## config.mk

```make
export PLATFORM = sky130hd
export DESIGN_NAME = bpi_ctrl
export DESIGN_NICKNAME = d
export VERILOG_FILES = /design/src/hw/rtl/bpi_pkg.sv /design/src/hw/rtl/bpi_ctrl.sv
export SDC_FILE = /design/constraint.sdc
export NUM_CORES = 1
export LEC_CHECK = 0
export ABC_AREA = 0
export BUFFER_PORTS_ARGS = -buffer_cell sky130_fd_sc_hd__buf_2
export CAP_MARGIN = 25
export CORE_AREA = 2 2 39 41
export CTS_BUF_LIST = sky130_fd_sc_hd__clkbuf_4
export DETAILED_ROUTE_END_ITERATION = 16
export DIE_AREA = 0 0 41 43
export PLACE_DENSITY_LB_ADDON = 0.2
export SYNTH_ARGS = -nofsm -noshare
export SYNTH_HDL_FRONTEND = slang
export SYNTH_SLANG_ARGS = --single-unit
```

## constraint.sdc

```tcl
create_clock -name clock -period 1.05 [get_ports clock]
set_input_delay 0.105 -clock clock [delete_from_list [all_inputs] [get_ports clock]]
set_output_delay 0.105 -clock clock [all_outputs]
set_load 0.01 [all_outputs]
```

## src/hw/rtl/bpi_pkg.sv

```systemverilog
// bpi_pkg: shared widths, constants and controller/datapath types of the break-point interpolator
package bpi_pkg;

   localparam int TIME_W    = 32;
   localparam int VALUE_W   = 32;
   localparam int SEG_W     = 6;
   localparam int PIU_W     = 7;
   localparam int FRAC_BITS = 16;

   localparam logic [PIU_W-1:0] PIU_RESET = 7'd2;

   // multiply split: low sixteen bits of the time difference, unsigned
   localparam int SPLIT_W = 16;
   localparam int DIFF_W  = TIME_W + 1;
   localparam int MOP_W   = DIFF_W - SPLIT_W;
   localparam int PROD_W  = MOP_W + VALUE_W;
   localparam int Q_W     = PROD_W + SPLIT_W + 1;
   localparam int SUM_W   = Q_W + 1;

   localparam logic signed [Q_W-1:0] ROUND_HALF = (Q_W'(1) << FRAC_BITS) >> 1;

   typedef struct packed {
      logic [TIME_W-1:0]         pt_time;
      logic signed [VALUE_W-1:0] pt_value;
      logic signed [VALUE_W-1:0] pt_slope;
      logic                      pt_jump;
   } bpi_entry_type;

   typedef struct packed {
      logic load_write;
      logic query_start;
      logic out_clamp;
      logic search_start;
      logic search_step;
      logic search_done;
      logic mul_lo;
      logic mul_hi;
      logic acc;
      logic out_interp;
   } bpi_cmd_type;

   typedef struct packed {
      logic is_query;
      logic clamp;
      logic search_more;
      logic out_free;
   } bpi_status_type;

endpackage

```

## src/hw/rtl/bpi_ctrl.sv

```systemverilog
// bpi_ctrl: state machine sequencing loads, clamps, segment search, multiply and output
module bpi_ctrl (
   input  logic                    clock,
   input  logic                    reset,
   input  logic                    req_valid,
   output logic                    req_ready,
   input  bpi_pkg::bpi_status_type status,
   output bpi_pkg::bpi_cmd_type    cmd
);
   import bpi_pkg::*;

   localparam logic [2:0] ST_IDLE   = 3'd0;
   localparam logic [2:0] ST_CLAMP  = 3'd1;
   localparam logic [2:0] ST_SEARCH = 3'd2;
   localparam logic [2:0] ST_MUL_LO = 3'd3;
   localparam logic [2:0] ST_MUL_HI = 3'd4;
   localparam logic [2:0] ST_ACC    = 3'd5;
   localparam logic [2:0] ST_FIN    = 3'd6;

   logic [2:0] state_ff, state_in;

   always_comb begin
      state_in  = state_ff;
      cmd       = '0;
      req_ready = (state_ff == ST_IDLE);
      case (state_ff)
         ST_IDLE: begin
            if (req_valid) begin
               if (status.is_query) begin
                  cmd.query_start = 1'b1;
                  state_in        = ST_CLAMP;
               end else begin
                  cmd.load_write = 1'b1;
               end
            end
         end
         ST_CLAMP: begin
            if (status.clamp) begin
               // end points answer at once, once the output register is free
               if (status.out_free) begin
                  cmd.out_clamp = 1'b1;
                  state_in      = ST_IDLE;
               end
            end else begin
               cmd.search_start = 1'b1;
               state_in         = ST_SEARCH;
            end
         end
         ST_SEARCH: begin
            if (status.search_more) begin
               cmd.search_step = 1'b1;
            end else begin
               cmd.search_done = 1'b1;
               state_in        = ST_MUL_LO;
            end
         end
         ST_MUL_LO: begin
            cmd.mul_lo = 1'b1;
            state_in   = ST_MUL_HI;
         end
         ST_MUL_HI: begin
            cmd.mul_hi = 1'b1;
            state_in   = ST_ACC;
         end
         ST_ACC: begin
            cmd.acc  = 1'b1;
            state_in = ST_FIN;
         end
         ST_FIN: begin
            if (status.out_free) begin
               cmd.out_interp = 1'b1;
               state_in       = ST_IDLE;
            end
         end
         default: begin
            state_in = ST_IDLE;
         end
      endcase
   end

   always_ff @(posedge clock) begin
      if (reset) begin
         state_ff <= ST_IDLE;
      end else begin
         state_ff <= state_in;
      end
   end

endmodule

```

==> out/summary.md <==
The clock latency at the later pin of the worst-skew pair was 230 ps; the worst path setup slack after routing was -199.5 ps. The total placed instance area was 399.1 um^2. Summing all flip-flop and latch instances after layout gives 71.32 um^2. The congestion estimate from routability-driven global placement came to 0.6873. Along the worst path, the maximum fanout reaches 6. Share of post-route cells with drive strength above 1: 0.6719. For this run, the top clock speed supported by timing is 800.3 MHz. In this run the horizontal extent of the chip is 41 um.

The min-delay analysis places its worst path in the category in2reg. The number of antenna repair diodes is 0. The worst hold path begins at reset. Transition time of the tightest slew-check pin: 218.2 ps. The run gives 0.8525 as the max-slew headroom at the worst pin.

Setup violations remaining at the end of the flow were counted as 11. For the worst setup path, the data arrival time is 1140 ps. The tools report the cell at the root of the clock tree as sky130_fd_sc_hd__clkbuf_4. From synthesis to final layout, the design area changed by 87.88%. The number of cells on the worst reg-to-reg path is 4. Counting every sink on the clock net gives 3. The first detailed-routing pass ran for 3 iterations. The register-to-register setup slack is 0 ps. The register with the most flip-flops in the layout has 3 of them. The tools report the required time of the worst setup path as 940 ps. state_ff holds more flip-flops than any other register. The routed layout has 346 vias.

The multi-input combinational cells in the finished layout cover a total of 224.0 um^2. The count of buffers added on input and output ports is 17. The tools report the critical path capture point type as a primary output.

The via count normalized by instance count came out at 4.325. In this run the deepest clock path goes through 2 buffers. The worst setup path is launched from a flip-flop. The number of pins exceeding their max-slew limit in the final report was 0; the vertical die dimension was 43 um. Max-cap violations in this run came to 0. The clock period minus final worst setup slack is 1250 ps. The number of nets in the synthesized netlist was 43. The core outline area was 0.001384 mm^2; the post-synthesis average cell area was 8.029 um^2.

For the all-layer global routing usage, the log shows 0.09739. After synthesis, the netlist uses 25 different library cells. The clock network fraction of total power was 0.466.

The path type of the worst setup path is reg2out. After detailed routing, the number of remaining DRC violations is 0. The tools report the proportion of power drawn by combinational gates as 0.273. Setup repair after global routing could not meet its margin everywhere. The end point of the worst hold path is state_ff[2]. During synthesis, Yosys emitted a total of 0 warnings. In the synthesized netlist, the number of instances is 36. After floorplanning, the core was divided into 14 placement rows. The initial antenna violation count is 0.

The via count of the first global-routing pass was 291; the number of ports placed on the die boundary was 18. Switching power as a share of total power: 0.2663. For the count of routing violations after the opening detailed-route iteration, the log shows 1. The full die area was 0.001763 mm^2; the count of antenna-violating nets left after detailed routing was 0. The flow ran to the end, but the final reports show violations.

The worst hold path passes through 2 cells. The cell area after technology mapping was 289.0 um^2; the clock transition at the register clock pins on the worst setup and hold paths after CTS was 40 ps. The checks that failed: setup timing. The detailed-route wire length per cell works out to 9.950 um. The total CTS buffers was 3.

TritonCTS built the clock tree. The count of final hold-check violations was 0. Summed over all nets, the half-perimeter wirelength after detailed placement is 462.8 um.

The endpoint identified for the worst register-to-register timing path is state_ff[0]. The wire length of the first global-routing pass came out at 1.117 mm. Number of register bits inferred by synthesis: 3. The largest registers in the layout are state_ff (3). The tools report the share of the core filled with cells in the final layout as 0.3924. The cell area power density came out at 897.6 mW/mm^2. The run gives 0.2089 as the initial cell density of the core. The final layout contains 72 nets. The logs give 0.2078 for the sequential-to-total area share from yosys stat and 0.2679 nW for the static leakage. VDD sags by at most 0.4620 mV. The final period utilization came out at 1.190.

The sequential power share was 0.261; the net switching component of the power was 0.1298 mW. Total routed wirelength: 796 um. The total overflow reported by the global router is 0. The startpoint of the most critical register-to-register path was state_ff[2]. Entering global routing, the biggest net connects 12 pins. The logs give 0.3576 mW for the internal power and 51.80 ps for the final-layout worst hold slack.

For the total power after layout, the log shows 0.4874 mW. On the final layout, the worst clock skew is 0.5272 ps. The logs give 150 for the count of filler cells inserted in the layout and 1 for the H-tree depth. The finished cells cover 543.0 um^2.
[per-layer routing]
metal,vias to the layer above,global-route usage,routed length [um]
met5,-,0,0
met2,8,0.1438,442
li1,183,-,-
met4,0,0.08000,0
met1,155,0.1158,313
met3,0,0.01571,39
[power by group through the flow]
| stage | sequential [mW] | combinational (mW) | clock, mW |
|---|---|---|---|
| final | 0.127 | 0.133 | 0.227 |
| after global routing | 0.129 | 0.147 | 0.239 |
| after CTS | 0.128 | 0.117 | 0.243 |
| after detailed placement | 0.132 | 0.108 | 0 |
| after global placement | 0.133 | 0.109 | 0 |
| after floorplan | 0.128 | 0.0625 | 0 |
[layout make-up]
| cell class | count | area share |
|---|---|---|
| inverter | 1 | 0.006912 |
| sequential | 3 | 0.1313 |
| timing repair buffer | 27 | 0.3571 |
| multi-input combinational | 29 | 0.4124 |
| clock buffer | 4 | 0.05530 |
| tap | 16 | 0.03687 |
[critical path: stages (launching register included)]
cell	delay [ps]
sky130_fd_sc_hd__dfxtp_4	360
sky130_fd_sc_hd__buf_12	130
sky130_fd_sc_hd__nor4bb_1	250
sky130_fd_sc_hd__buf_2	170
[through the flow]
| step | setup WS, ps | cells | TNS (ps) |
|---|---|---|---|
| after floorplan | 19.83 | 36 | 0 |
| after global placement | -92.93 | 69 | -395.4 |
| after detailed placement | -83.42 | 69 | -370.4 |
| after CTS | -222.5 | 78 | -1659 |
| after global routing | -274.7 | 80 | -2119 |
| final | -199.5 | 80 | -1406 |
[synthesized netlist by cell type, drive strengths merged]
master	instances	share of area
nor2	4	0.061
o31a	1	0.030
and4	1	0.030
nor4b	2	0.082
a21oi	3	0.078
nor4bb	1	0.035
or2	1	0.022
and3	1	0.022
buf	3	0.10
nand2	6	0.078
nor3b	1	0.026
o21ai	1	0.017
and4b	1	0.035
nor3	2	0.052
and3b	1	0.035
nand3b	1	0.026
a21boi	1	0.026
inv	1	0.013
nand2b	1	0.022
dfxtp	3	0.21
[worst max-delay path by stage]
stage | from | end | slack (ps) | cells past startpoint
after floorplan | state_ff[2] | cmd[5] | 20 | 2
after global placement | state_ff[2] | cmd[8] | -90 | 3
after detailed placement | state_ff[2] | cmd[8] | -80 | 3
after CTS | state_ff[0] | cmd[5] | -220 | 3
after global routing | state_ff[0] | cmd[9] | -270 | 4
final | state_ff[0] | cmd[5] | -200 | 3
[kinds of logic after synthesis]
group	Yosys count	share of synthesized area
buf+inv	4	0.1169
flops	3	0.2078
compound gates	6	0.1515
simple gates	23	0.5239
[placed cells by master (no fill, tap or decap)]
master	count
sky130_fd_sc_hd__nor4b_4	1
sky130_fd_sc_hd__nand3b_1	1
sky130_fd_sc_hd__buf_4	5
sky130_fd_sc_hd__o31a_1	1
sky130_fd_sc_hd__clkbuf_4	4
sky130_fd_sc_hd__nor3_1	1
sky130_fd_sc_hd__and3_1	1
sky130_fd_sc_hd__nor3b_2	1
sky130_fd_sc_hd__and4b_1	1
sky130_fd_sc_hd__and3b_2	1
sky130_fd_sc_hd__or2_1	1
sky130_fd_sc_hd__dfxtp_4	3
sky130_fd_sc_hd__a21oi_2	2
sky130_fd_sc_hd__nand2b_1	1
sky130_fd_sc_hd__nor2_2	2
sky130_fd_sc_hd__buf_12	1
sky130_fd_sc_hd__a21boi_1	1
sky130_fd_sc_hd__nand2_1	6
sky130_fd_sc_hd__nor4bb_1	1
sky130_fd_sc_hd__nor3_4	1
sky130_fd_sc_hd__and4_1	1
sky130_fd_sc_hd__buf_6	5
sky130_fd_sc_hd__nor4b_2	1
sky130_fd_sc_hd__o21ai_1	1
sky130_fd_sc_hd__a21oi_1	1
sky130_fd_sc_hd__buf_2	16
sky130_fd_sc_hd__inv_1	1
sky130_fd_sc_hd__nor2_1	2
[timing repair]
action	in CTS	in global routing
hold buffers	0	0
endpoints found under the setup margin	13	13
setup buffers	5	2
pin swaps	3	3
gates cloned	0	0
resized for setup	12	8
(Power assumes the default switching activity.)
